==> src/rtl/assert_macros.svh <==
// Assertion macros shared by the RTL of the multi-axis PID step.
// No dependencies; included by files that carry concurrent assertions.
`ifndef ASSERT_MACROS_SVH
`define ASSERT_MACROS_SVH

`ifndef SYNTHESIS

`define MAPID_ASSERT_SAME(lbl, clk, rstn, ante, cons) \
    lbl: assert property (@(posedge clk) disable iff (!(rstn)) (ante) |-> (cons)) \
        else $error("same-cycle assertion failed");

`define MAPID_ASSERT_NEXT(lbl, clk, rstn, ante, cons) \
    lbl: assert property (@(posedge clk) disable iff (!(rstn)) (ante) |=> (cons)) \
        else $error("next-cycle assertion failed");

`else

`define MAPID_ASSERT_SAME(lbl, clk, rstn, ante, cons)

`define MAPID_ASSERT_NEXT(lbl, clk, rstn, ante, cons)

`endif

`endif

==> src/rtl/mapid_pkg.sv <==
// Types, widths and register codes of the multi-axis PID step.
// No dependencies; used by the interfaces and every module.
package mapid_pkg;

    localparam int NUM_AXES     = 3;
    localparam int CH_W         = 2;
    localparam int SAMPLE_W     = 16;
    localparam int DIFF_W       = SAMPLE_W + 1;
    localparam int GAIN_W       = 16;
    localparam int LIMIT_W      = 32;
    localparam int INTEG_W      = 32;
    localparam int PROD_W       = GAIN_W + DIFF_W;
    localparam int ACC_SUM_W    = PROD_W + 1;
    localparam int DRIVE_SUM_W  = PROD_W + 2;
    localparam int DRIVE_W      = 40;
    localparam int GAINS_W      = 3 * GAIN_W;
    localparam int LIMITS_W     = 2 * LIMIT_W;
    localparam int CFG_IDX_W    = 3;
    localparam int CFG_DATA_W   = 64;

    typedef logic [CH_W-1:0]               channel_t;
    typedef logic signed [SAMPLE_W-1:0]    sample_t;
    typedef logic signed [GAIN_W-1:0]      gain_t;
    typedef logic signed [LIMIT_W-1:0]     limit_t;
    typedef logic signed [INTEG_W-1:0]     integ_t;
    typedef logic signed [DRIVE_W-1:0]     drive_t;
    typedef logic [CFG_IDX_W-1:0]          cfg_index_t;
    typedef logic [CFG_DATA_W-1:0]         cfg_data_t;

    localparam channel_t CH_PITCH = 2'd0;
    localparam channel_t CH_ROLL  = 2'd1;
    localparam channel_t CH_YAW   = 2'd2;
    localparam channel_t CH_NONE  = 2'd3;

    typedef enum logic [CFG_IDX_W-1:0] {
        REG_GAINS_PITCH,
        REG_GAINS_ROLL,
        REG_GAINS_YAW,
        REG_LIMITS_PITCH,
        REG_LIMITS_ROLL,
        REG_LIMITS_YAW
    } reg_index_e;

    typedef struct packed {
        gain_t  kp;
        gain_t  ki;
        gain_t  kd;
        limit_t hi;
        limit_t lo;
    } axis_cfg_t;

    typedef struct packed {
        integ_t integ;
        drive_t drive;
    } pid_result_t;

endpackage

==> src/rtl/mapid_if.sv <==
// Handshake channels of the multi-axis PID step: samples, results and configuration.
// Depends on mapid_pkg.
interface mapid_in_if;
    import mapid_pkg::*;
    logic     valid;
    logic     ready;
    channel_t channel;
    sample_t  measurement;
    sample_t  target;

    modport source (output valid, output channel, output measurement, output target,
                    input ready);
    modport sink   (input valid, input channel, input measurement, input target,
                    output ready);
endinterface

interface mapid_out_if;
    import mapid_pkg::*;
    logic   valid;
    logic   ready;
    drive_t drive;

    modport source (output valid, output drive, input ready);
    modport sink   (input valid, input drive, output ready);
endinterface

interface mapid_cfg_if;
    import mapid_pkg::*;
    logic       valid;
    logic       ready;
    cfg_index_t index;
    cfg_data_t  data;

    modport source (output valid, output index, output data, input ready);
    modport sink   (input valid, input index, input data, output ready);
endinterface

==> src/rtl/mapid_cfg_regs.sv <==
// Gain and integral limit registers for the three axes, with per-channel readout.
// Depends on mapid_pkg.
module mapid_cfg_regs (
    input  logic                  clk,
    input  logic                  rst_n,
    input  logic                  wr_en,
    input  mapid_pkg::cfg_index_t wr_index,
    input  mapid_pkg::cfg_data_t  wr_data,
    input  mapid_pkg::channel_t   rd_channel,
    output mapid_pkg::axis_cfg_t  rd_cfg
);
    import mapid_pkg::*;

    logic [GAINS_W-1:0]  gains_reg  [NUM_AXES];
    logic [LIMITS_W-1:0] limits_reg [NUM_AXES];
    logic [GAINS_W-1:0]  gains_sel;
    logic [LIMITS_W-1:0] limits_sel;

    always_ff @(posedge clk or negedge rst_n)
    begin
        if (!rst_n)
        begin
            for (int k = 0; k < NUM_AXES; k++)
            begin
                gains_reg[k]  <= '0;
                limits_reg[k] <= '0;
            end
        end
        else if (wr_en)
        begin
            case (wr_index)
                REG_GAINS_PITCH:  gains_reg[0]  <= wr_data[GAINS_W-1:0];
                REG_GAINS_ROLL:   gains_reg[1]  <= wr_data[GAINS_W-1:0];
                REG_GAINS_YAW:    gains_reg[2]  <= wr_data[GAINS_W-1:0];
                REG_LIMITS_PITCH: limits_reg[0] <= wr_data[LIMITS_W-1:0];
                REG_LIMITS_ROLL:  limits_reg[1] <= wr_data[LIMITS_W-1:0];
                REG_LIMITS_YAW:   limits_reg[2] <= wr_data[LIMITS_W-1:0];
                default:
                begin
                end
            endcase
        end
    end

    always_comb
    begin
        case (rd_channel)
            CH_PITCH:
            begin
                gains_sel  = gains_reg[0];
                limits_sel = limits_reg[0];
            end
            CH_ROLL:
            begin
                gains_sel  = gains_reg[1];
                limits_sel = limits_reg[1];
            end
            CH_YAW:
            begin
                gains_sel  = gains_reg[2];
                limits_sel = limits_reg[2];
            end
            default:
            begin
                gains_sel  = '0;
                limits_sel = '0;
            end
        endcase
    end

    assign rd_cfg.kp = gain_t'(gains_sel[3*GAIN_W-1:2*GAIN_W]);
    assign rd_cfg.ki = gain_t'(gains_sel[2*GAIN_W-1:GAIN_W]);
    assign rd_cfg.kd = gain_t'(gains_sel[GAIN_W-1:0]);
    assign rd_cfg.hi = limit_t'(limits_sel[2*LIMIT_W-1:LIMIT_W]);
    assign rd_cfg.lo = limit_t'(limits_sel[LIMIT_W-1:0]);

endmodule

==> src/rtl/mapid_datapath.sv <==
// One PID step: error, clamped integral update and drive with derivative on measurement.
// Depends on mapid_pkg; purely combinational.
module mapid_datapath (
    input  mapid_pkg::axis_cfg_t   cfg,
    input  mapid_pkg::sample_t     measurement,
    input  mapid_pkg::sample_t     target,
    input  mapid_pkg::sample_t     prev_meas,
    input  mapid_pkg::integ_t      integ,
    output mapid_pkg::pid_result_t res
);
    import mapid_pkg::*;

    logic signed [DIFF_W-1:0]      err;
    logic signed [DIFF_W-1:0]      dmeas;
    logic signed [PROD_W-1:0]      p_prod;
    logic signed [PROD_W-1:0]      i_prod;
    logic signed [PROD_W-1:0]      d_prod;
    logic signed [ACC_SUM_W-1:0]   acc_sum;
    logic signed [ACC_SUM_W-1:0]   hi_ext;
    logic signed [ACC_SUM_W-1:0]   lo_ext;
    integ_t                        acc_clamp;
    logic signed [DRIVE_SUM_W-1:0] drive_sum;

    always_comb
    begin
        err     = DIFF_W'(target) - DIFF_W'(measurement);
        dmeas   = DIFF_W'(measurement) - DIFF_W'(prev_meas);
        p_prod  = PROD_W'(cfg.kp) * PROD_W'(err);
        i_prod  = PROD_W'(cfg.ki) * PROD_W'(err);
        d_prod  = PROD_W'(cfg.kd) * PROD_W'(dmeas);
        acc_sum = ACC_SUM_W'(integ) + ACC_SUM_W'(i_prod);
        hi_ext  = ACC_SUM_W'(cfg.hi);
        lo_ext  = ACC_SUM_W'(cfg.lo);

        // The upper-limit test comes first: with crossed limits, a sum above hi gives hi and any other sum gives lo.
        if (acc_sum > hi_ext)
        begin
            acc_clamp = cfg.hi;
        end
        else if (acc_sum < lo_ext)
        begin
            acc_clamp = cfg.lo;
        end
        else
        begin
            acc_clamp = integ_t'(acc_sum[INTEG_W-1:0]);
        end

        drive_sum = DRIVE_SUM_W'(p_prod) + DRIVE_SUM_W'(acc_clamp) - DRIVE_SUM_W'(d_prod);
        res.integ = acc_clamp;
        res.drive = DRIVE_W'(drive_sum);
    end

endmodule

==> src/rtl/multi_axis_pid_step.sv <==
// Top level of the three-axis PID step with input and result registers.
// Depends on mapid_pkg, mapid_if, mapid_cfg_regs, mapid_datapath and assert_macros.svh.
//
// Each sample word names an axis (pitch, roll or yaw) and carries a measurement and a
// setpoint; one drive word comes back for it, in order. A sample is captured in an input
// register, the whole PID step is computed in one pass of combinational logic and the drive
// lands in a result register; while the result side is not stalled, the block takes one sample
// every cycle, also for the same axis back to back. The input register takes a new sample
// while a drive waits to be read only if it is empty; a stalled result holds a full one.
// A sample for the unused channel code returns a zero drive and leaves all axis state alone.
// The user must write gains and limits through the configuration channel only while the block
// is idle; the block itself does not enforce this. That channel is always ready.
`include "assert_macros.svh"

module multi_axis_pid_step (
    input logic           clk,
    input logic           rst_n,
    mapid_in_if.sink      sample,
    mapid_out_if.source   result,
    mapid_cfg_if.sink     cfg
);
    import mapid_pkg::*;

    logic        s1_valid_reg;
    logic        s1_valid_next;
    channel_t    s1_ch_reg;
    channel_t    s1_ch_next;
    sample_t     s1_meas_reg;
    sample_t     s1_meas_next;
    sample_t     s1_tgt_reg;
    sample_t     s1_tgt_next;
    logic        res_valid_reg;
    logic        res_valid_next;
    drive_t      res_drive_reg;
    drive_t      res_drive_next;
    integ_t      integ_reg [NUM_AXES];
    sample_t     prev_reg  [NUM_AXES];
    integ_t      integ_sel;
    sample_t     prev_sel;
    logic        advance;
    logic        accept;
    logic        axis_ok;
    axis_cfg_t   axis_cfg;
    pid_result_t step_res;

    assign cfg.ready    = 1'b1;
    assign advance      = s1_valid_reg && (!res_valid_reg || result.ready);
    assign sample.ready = !s1_valid_reg || advance;
    assign accept       = sample.valid && sample.ready;
    assign axis_ok      = (s1_ch_reg != CH_NONE);

    mapid_cfg_regs u_cfg_regs (
        .clk        (clk),
        .rst_n      (rst_n),
        .wr_en      (cfg.valid),
        .wr_index   (cfg.index),
        .wr_data    (cfg.data),
        .rd_channel (s1_ch_reg),
        .rd_cfg     (axis_cfg)
    );

    always_comb
    begin
        case (s1_ch_reg)
            CH_PITCH:
            begin
                integ_sel = integ_reg[0];
                prev_sel  = prev_reg[0];
            end
            CH_ROLL:
            begin
                integ_sel = integ_reg[1];
                prev_sel  = prev_reg[1];
            end
            CH_YAW:
            begin
                integ_sel = integ_reg[2];
                prev_sel  = prev_reg[2];
            end
            default:
            begin
                integ_sel = '0;
                prev_sel  = '0;
            end
        endcase
    end

    mapid_datapath u_datapath (
        .cfg         (axis_cfg),
        .measurement (s1_meas_reg),
        .target      (s1_tgt_reg),
        .prev_meas   (prev_sel),
        .integ       (integ_sel),
        .res         (step_res)
    );

    always_comb
    begin
        s1_valid_next  = s1_valid_reg;
        s1_ch_next     = s1_ch_reg;
        s1_meas_next   = s1_meas_reg;
        s1_tgt_next    = s1_tgt_reg;
        res_valid_next = res_valid_reg;
        res_drive_next = res_drive_reg;
        if (result.ready)
        begin
            res_valid_next = 1'b0;
        end
        if (advance)
        begin
            s1_valid_next  = 1'b0;
            res_valid_next = 1'b1;
            res_drive_next = axis_ok ? step_res.drive : '0;
        end
        if (accept)
        begin
            s1_valid_next = 1'b1;
            s1_ch_next    = sample.channel;
            s1_meas_next  = sample.measurement;
            s1_tgt_next   = sample.target;
        end
    end

    always_ff @(posedge clk or negedge rst_n)
    begin
        if (!rst_n)
        begin
            s1_valid_reg  <= 1'b0;
            res_valid_reg <= 1'b0;
        end
        else
        begin
            s1_valid_reg  <= s1_valid_next;
            res_valid_reg <= res_valid_next;
        end
    end

    always_ff @(posedge clk)
    begin
        s1_ch_reg     <= s1_ch_next;
        s1_meas_reg   <= s1_meas_next;
        s1_tgt_reg    <= s1_tgt_next;
        res_drive_reg <= res_drive_next;
    end

    always_ff @(posedge clk or negedge rst_n)
    begin
        if (!rst_n)
        begin
            for (int k = 0; k < NUM_AXES; k++)
            begin
                integ_reg[k] <= '0;
                prev_reg[k]  <= '0;
            end
        end
        else if (advance && axis_ok)
        begin
            integ_reg[s1_ch_reg] <= step_res.integ;
            prev_reg[s1_ch_reg]  <= s1_meas_reg;
        end
    end

    assign result.valid = res_valid_reg;
    assign result.drive = res_drive_reg;

    `MAPID_ASSERT_SAME(a_stall_blocks_input, clk, rst_n,
        s1_valid_reg && res_valid_reg && !result.ready, !sample.ready)
    `MAPID_ASSERT_NEXT(a_advance_fills_result, clk, rst_n, advance, res_valid_reg)
    `MAPID_ASSERT_NEXT(a_unused_channel_zero, clk, rst_n,
        advance && (s1_ch_reg == CH_NONE), res_drive_reg == '0)
    `MAPID_ASSERT_NEXT(a_unused_channel_keeps_state, clk, rst_n,
        advance && (s1_ch_reg == CH_NONE),
        $stable(integ_reg[0]) && $stable(integ_reg[1]) && $stable(integ_reg[2]))

endmodule

==> src/flat_wrapper.sv <==
// flat-port wrapper written by rule: the top's interface ports become plain ports
module multi_axis_pid_step_flat import mapid_pkg::*;
  (clk, rst_n, sample_valid, sample_channel, sample_measurement, sample_target, sample_ready, result_valid, result_drive, result_ready, cfg_valid, cfg_index, cfg_data, cfg_ready);
  mapid_in_if sample_i ();
  mapid_out_if result_i ();
  mapid_cfg_if cfg_i ();
  input logic clk;
  input logic rst_n;
  input wire logic [$bits(sample_i.valid)-1:0] sample_valid;
  input wire logic [$bits(sample_i.channel)-1:0] sample_channel;
  input wire logic [$bits(sample_i.measurement)-1:0] sample_measurement;
  input wire logic [$bits(sample_i.target)-1:0] sample_target;
  output wire logic [$bits(sample_i.ready)-1:0] sample_ready;
  output wire logic [$bits(result_i.valid)-1:0] result_valid;
  output wire logic [$bits(result_i.drive)-1:0] result_drive;
  input wire logic [$bits(result_i.ready)-1:0] result_ready;
  input wire logic [$bits(cfg_i.valid)-1:0] cfg_valid;
  input wire logic [$bits(cfg_i.index)-1:0] cfg_index;
  input wire logic [$bits(cfg_i.data)-1:0] cfg_data;
  output wire logic [$bits(cfg_i.ready)-1:0] cfg_ready;
  assign sample_i.valid = sample_valid;
  assign sample_i.channel = sample_channel;
  assign sample_i.measurement = sample_measurement;
  assign sample_i.target = sample_target;
  assign sample_ready = sample_i.ready;
  assign result_valid = result_i.valid;
  assign result_drive = result_i.drive;
  assign result_i.ready = result_ready;
  assign cfg_i.valid = cfg_valid;
  assign cfg_i.index = cfg_index;
  assign cfg_i.data = cfg_data;
  assign cfg_ready = cfg_i.ready;
  multi_axis_pid_step u_core (.clk(clk), .rst_n(rst_n), .sample(sample_i), .result(result_i), .cfg(cfg_i));
endmodule
==> config.mk <==
export PLATFORM = sky130hd
export DESIGN_NAME = multi_axis_pid_step_flat
export DESIGN_NICKNAME = d
export VERILOG_FILES = /design/src/rtl/mapid_pkg.sv /design/src/rtl/mapid_if.sv /design/src/rtl/mapid_cfg_regs.sv /design/src/rtl/mapid_datapath.sv /design/src/rtl/multi_axis_pid_step.sv /design/src/flat_wrapper.sv
export VERILOG_INCLUDE_DIRS = /design/src /design/src/rtl
export SDC_FILE = /design/constraint.sdc
export NUM_CORES = 2
export LEC_CHECK = 0
export BUFFER_PORTS_ARGS = -buffer_cell sky130_fd_sc_hd__buf_4
export CORE_ASPECT_RATIO = 0.5
export CORE_MARGIN = 1.5
export CORE_UTILIZATION = 40
export CTS_BUF_LIST = sky130_fd_sc_hd__clkbuf_8
export CTS_CLUSTER_DIAMETER = 120
export DETAILED_ROUTE_END_ITERATION = 8
export PLACE_DENSITY = 0.66
export SETUP_SLACK_MARGIN = 0.1
export SYNTH_ARGS = -nofsm -noshare
export SYNTH_HDL_FRONTEND = slang
export SYNTH_SLANG_ARGS = --single-unit
==> constraint.sdc <==
create_clock -name clk -period 16.5 [get_ports clk]
set_input_delay 3.3 -clock clk [delete_from_list [all_inputs] [get_ports clk]]
set_output_delay 3.3 -clock clk [all_outputs]
set_load 0.02 [all_outputs]
* Word-level counts from Yosys, hierarchy flattened
Index checks and enable logic that the tools add are counted.
** Storage, ports and cells
- Register bits after elaboration :: 551
- Bits of input ports :: 106
- Output and inout port bits :: 43
- Logic and storage cells :: 73
** Cells by class
- Add/sub/neg operators :: 5
- Multiply operators :: 3
- Order comparisons :: 4
- Eq/ne operators :: 8
- Muxes and demuxes :: 16
- Bitwise logic cells :: 1
- Reduce and logical (&&, ||, !) cells :: 18
** Operators by type and width (count)
- $pmux W64 S3 :: 1
- $pmux W48 S3 :: 1
- $mul A16 B17 Y33 :: 3
- $bwmux W96 :: 1
- $mux W32 :: 3
- $pmux W32 S3 :: 1
- $demux W32 S2 :: 1
- $bwmux W48 :: 1
- $pmux W16 S3 :: 1
- $sub A34 B33 Y35 :: 1
- $add A32 B33 Y34 :: 1
- $add A33 B32 Y34 :: 1
- $gt A34 B32 Y1 :: 1
- $lt A34 B32 Y1 :: 1
- $sub A16 B16 Y17 :: 2
- $demux W16 S2 :: 1
- $mux W16 :: 1
- $reduce_and A2 Y1 :: 6
- $eq A3 B2 Y1 const B :: 2
- $eq A3 B3 Y1 const B :: 2
- $logic_and A1 B1 Y1 :: 4
- $mux W1 :: 4
- $reduce_bool A2 Y1 :: 2
- $eq A3 B1 Y1 const B :: 1
- other kinds (10) :: 12

* Depth between registers and ports, before layout
- Depth in word-level cells :: 9
- Depth in mapped cells :: 76
- Gate-level depth less buffers :: 72

* Cells and area by module
A second synthesis with hierarchy kept.
** Unflattened totals
- Cells, all modules :: 5931
- Area, all modules :: 63322.0 µm²
** By module, submodules not included
- mapid_datapath :: instances 1, cells each 4358, area an instance 38938.6 µm², sequential area each 0.0 µm²
- mapid_cfg_regs :: instances 1, cells each 977, area an instance 15239.6 µm², sequential area each 8408.1 µm²
- multi_axis_pid_step :: instances 1, cells each 596, area an instance 9143.8 µm², sequential area each 5875.6 µm²

* Least setup slack after synthesis
No wires, ideal clock.
- Kind :: register to register
- Start :: register u_core.s1_meas_reg[1]
- End :: register, netlist name u_core.result.drive[34]
- Library setup time :: 0.266 ns
- Data arrival time :: 16.757 ns
- Required time :: 16.234 ns
- Path slack :: -0.523 ns
- Cell stages (with the launch flop) :: 67
- Period minus slack after synthesis :: 17.023 ns
- Cells stage by stage :: edfxtp_1 inv_1 ha_1 nor2b_1 o21ai_0 a21boi_0 o21ai_0 a21boi_0 o21ai_0 a21oi_1 o41ai_1 o2111ai_1 a21o_1 xnor2_1 nor2_1 fa_1 fa_1 inv_1 (+31 left out) fa_1 fa_1 inv_1 fa_1 inv_1 fa_1 inv_1 ha_1 a2111o_1 or4_1 o21ai_0 o31ai_1 and4_1 o21ai_0 o21ai_0 o41ai_1 xnor2_1 nor2_1
** RTL lines
- start, declared :: RTL line multi_axis_pid_step.sv:28 : sample_t s1_meas_reg;
- start signal, assigned :: RTL line multi_axis_pid_step.sv:141 : s1_meas_reg <= s1_meas_next;

==> results.py <==
metrics = {
    "outcome": {
        "status": "completed",
    },
    "cells_and_area": {
        "stdcell_count": 8724,
        "drive_gt1_share_pct": 23.3,
        "fin_util_pct": 47.3,
        "area_growth_pct": 16.9,
        "largest_reg_flops": 192,
        "fin_nets": 8039,
    },
    "synthesis": {
        "synth.top_cell.area_share_pct": 32.0,
        "netlist_top_cells_count": "1172 x inv_1, 983 x fa_1, 621 x nand2_1",
        "synth_flop_cell": "dfrtp_1",
        "yosys_warnings": 0,
        "syn_inst": 6072,
        "ys_seq_area_share_pct": 23.0,
        "ys_async_sr_fraction_pct": 87.5,
        "syn-num-nets": 7527,
        "synthMostInstantiatedCell": "inv_1",
        "syn_avg_cell_area_um2": 10.1,
        "synth-edff-count": 69,
        "synth-seq-cells": 551,
        "synth.distinct_cells": 90,
        "synth_area_leaders": "fa_1 32%, dfrtp_1 20%, mux2_2 7.7%",
        "syn_area_um2": 61600,
        "synth.largest_area_cell": "fa_1",
    },
    "critical_path": {
        "critPathLaunchType": "flop",
        "arrival_ns": 16.74,
        "crit_type": "reg2reg",
        "regToRegEndpoint": "u_core.result.drive[33]",
        "crit_slowest_cell": "fa_1",
        "required_ns": 17.04,
        "startpoint": "u_core.s1_meas_reg[2]",
        "cp_slowest_stage_delay_ns": 0.61,
        "worst_setup_path_endpoint": "u_core.result.drive[33]",
        "crit_path_end_kind": "flop",
        "critical_path.max_fanout": 8,
        "timing.reg2reg.setup_slack_ns": 0.30,
        "cpMostUsedCell": "fa_1",
        "r2r_cells": 70,
        "r2r-start": "u_core.s1_meas_reg[2]",
    },
    "clock_network": {
        "cts_tree": "yes",
        "cts_hold_buf": 0,
        "numCtsBuffers": 90,
        "h-tree-depth": 3,
        "clockRootBuffer": "clkbuf_8",
        "clk_latency_ns": 0.84,
        "clock_sinks": 551,
        "path_clk_slew_ns": 0.07,
        "cts.path.max_buffers": 3,
    },
    "timing": {
        "final_hold_viol_count": 0,
        "clock_skew_ns": 0.0682,
        "setup_slack_ns": 0.303,
        "fin_crit_sh_pct": 98.2,
        "slew_violations": 0,
        "period_needed_ns": 16.20,
        "setup_violations": 0,
        "whs_ns": 0.482,
        "worstMarginPinSlew_ns": 1.19,
        "rsz0062_at_grt": "true",
        "max_freq_mhz": 61.7,
        "slew-limit-headroom_pct": 20.2,
    },
    "route": {
        "drt-pass1-iter-count": 5,
        "wl_per_cell_um": 21.0,
        "vias_per_cell": 5.18,
        "drc": 0,
        "drtIter0Drc": 3629,
        "drt_wl_total_mm": 183,
        "drt.antenna.violating_nets": 0,
        "via_count": 45200,
    },
    "floorplanning": {
        "initial_core_util_pct": 40.4,
        "row_count": 101,
        "dieArea_um2": 156000,
        "fp.dieH_um": 280,
        "die_width_um": 558,
        "io_pins": 149,
        "coreArea_um2": 152000,
    },
    "global_routing": {
        "grt_pass1_vias": 46600,
        "gr-total-overflow": 0,
        "grt_max_degree": 175,
        "grt_pass1_wl_mm": 279,
        "antenna_found_initial": 14,
        "grt_usage_pct": 23.6,
    },
    "placement": {
        "dp_hpwl_mm": 147,
        "globalplace.congestion": 0.954,
        "place_ws_ns": -0.953,
        "io_buffers": 147,
        "dp.cells": 8478,
    },
    "worst_hold_path": {
        "hold_path_class": "reg2reg",
    },
    "job": {
        "cap_violations": 0,
    },
}
-- worst max-delay path: cells and delay by family, from the launching register on --
kind                     cells  cell delay (ns)
AND/OR/NAND/NOR             10             1.55
AO/OA/AOI/OAI               23             4.44
adder cells (fa/ha/maj)     17             7.52
buffers and inverters       18             1.68
XOR/XNOR                     2             0.35
flip-flops                   1             0.40
-- through the flow --
step,setup TNS [ns],cell area (um2)
global route,-1.85,72000
CTS,0,70800
detailed placement,-8.06,68100
floorplan,0,61700
global placement,-4.75,68100
finish,0,72000
-- how the worst min path moves through the flow --
stage                               startpoint              endpoint  slack (ns)  cells after the start
after floorplan           u_core.integ_reg[92]  u_core.integ_reg[92]        0.45                      2
after global placement      u_core.prev_reg[7]    u_core.prev_reg[7]        0.46                      2
after detailed placement   u_core.prev_reg[10]   u_core.prev_reg[10]        0.47                      2
after CTS                  u_core.prev_reg[32]   u_core.prev_reg[32]        0.48                      2
after global routing       u_core.prev_reg[19]   u_core.prev_reg[19]        0.50                      2
final                      u_core.prev_reg[29]   u_core.prev_reg[29]        0.48                      2
-- logic make-up after synthesis --
group / share of synthesized area (%)
adders and majority gates: 39.4
and+or+nand+nor: 10.2
other: 0.00609
AOI/OAI and AO/OA: 6.18
xor gates and xnor gates: 1.81
buffers and inverters: 8.90
muxes: 10.5
DFF: 23.0
-- layout make-up --
class | instances | area (um2)
multi-input combinational | 4085 | 43300
fill | 14100 | 80300
timing repair buffer | 683 | 5520
clock inverter | 56 | 528
inverter | 1173 | 4400
antenna | 7 | 17.5
clock buffer | 109 | 1500
sequential | 551 | 14100
tap | 2060 | 2580
-- per-layer routing --
layer	up-vias	track usage (%)	wire [um]
li1	20000	-	-
met3	299	5.59	16400
met2	1615	37.1	83300
met4	6	6.95	5550
met5	-	0	36
met1	23300	32.4	78000
-- cell usage in the layout (no fill, tap or decap), types with 13 or more instances in the layout --
cell type,netlist,routed
and3_1,16,14
nand2_1,621,607
nand2b_1,41,39
or2_2,25,22
mux2i_1,168,167
a21o_1,54,52
ha_4,0,27
xor2_1,37,31
fa_1,983,957
a21oi_2,1,21
nand2_2,0,13
nor2b_1,32,30
and2_1,46,45
a21oi_1,177,154
ha_1,366,338
dfrtp_1,482,482
mux2_2,421,421
clkbuf_8,0,109
nand4b_1,18,18
buf_4,8,634
o31ai_4,9,14
inv_1,1172,1166
inv_2,1,36
nor3_1,22,16
nand3_1,35,32
edfxtp_1,69,69
o21ai_0,163,132
o21ai_1,33,53
buf_12,0,23
o21a_1,22,22
nor2_1,505,490
xnor2_1,90,76
nor2_2,0,14
buf_6,6,24
fa_2,0,26
-- what timing repair did --
action                     4_1_cts  5_1_grt
buffers inserted                28       48
gates cloned                     0        0
gates resized for setup         83      200
pin swaps                       79      145
setup endpoints to repair       19       21
hold endpoints to repair         0        0
Power is not shown: default switching activity piles up to over one toggle a cycle in this logic, so the estimate is an artifact.
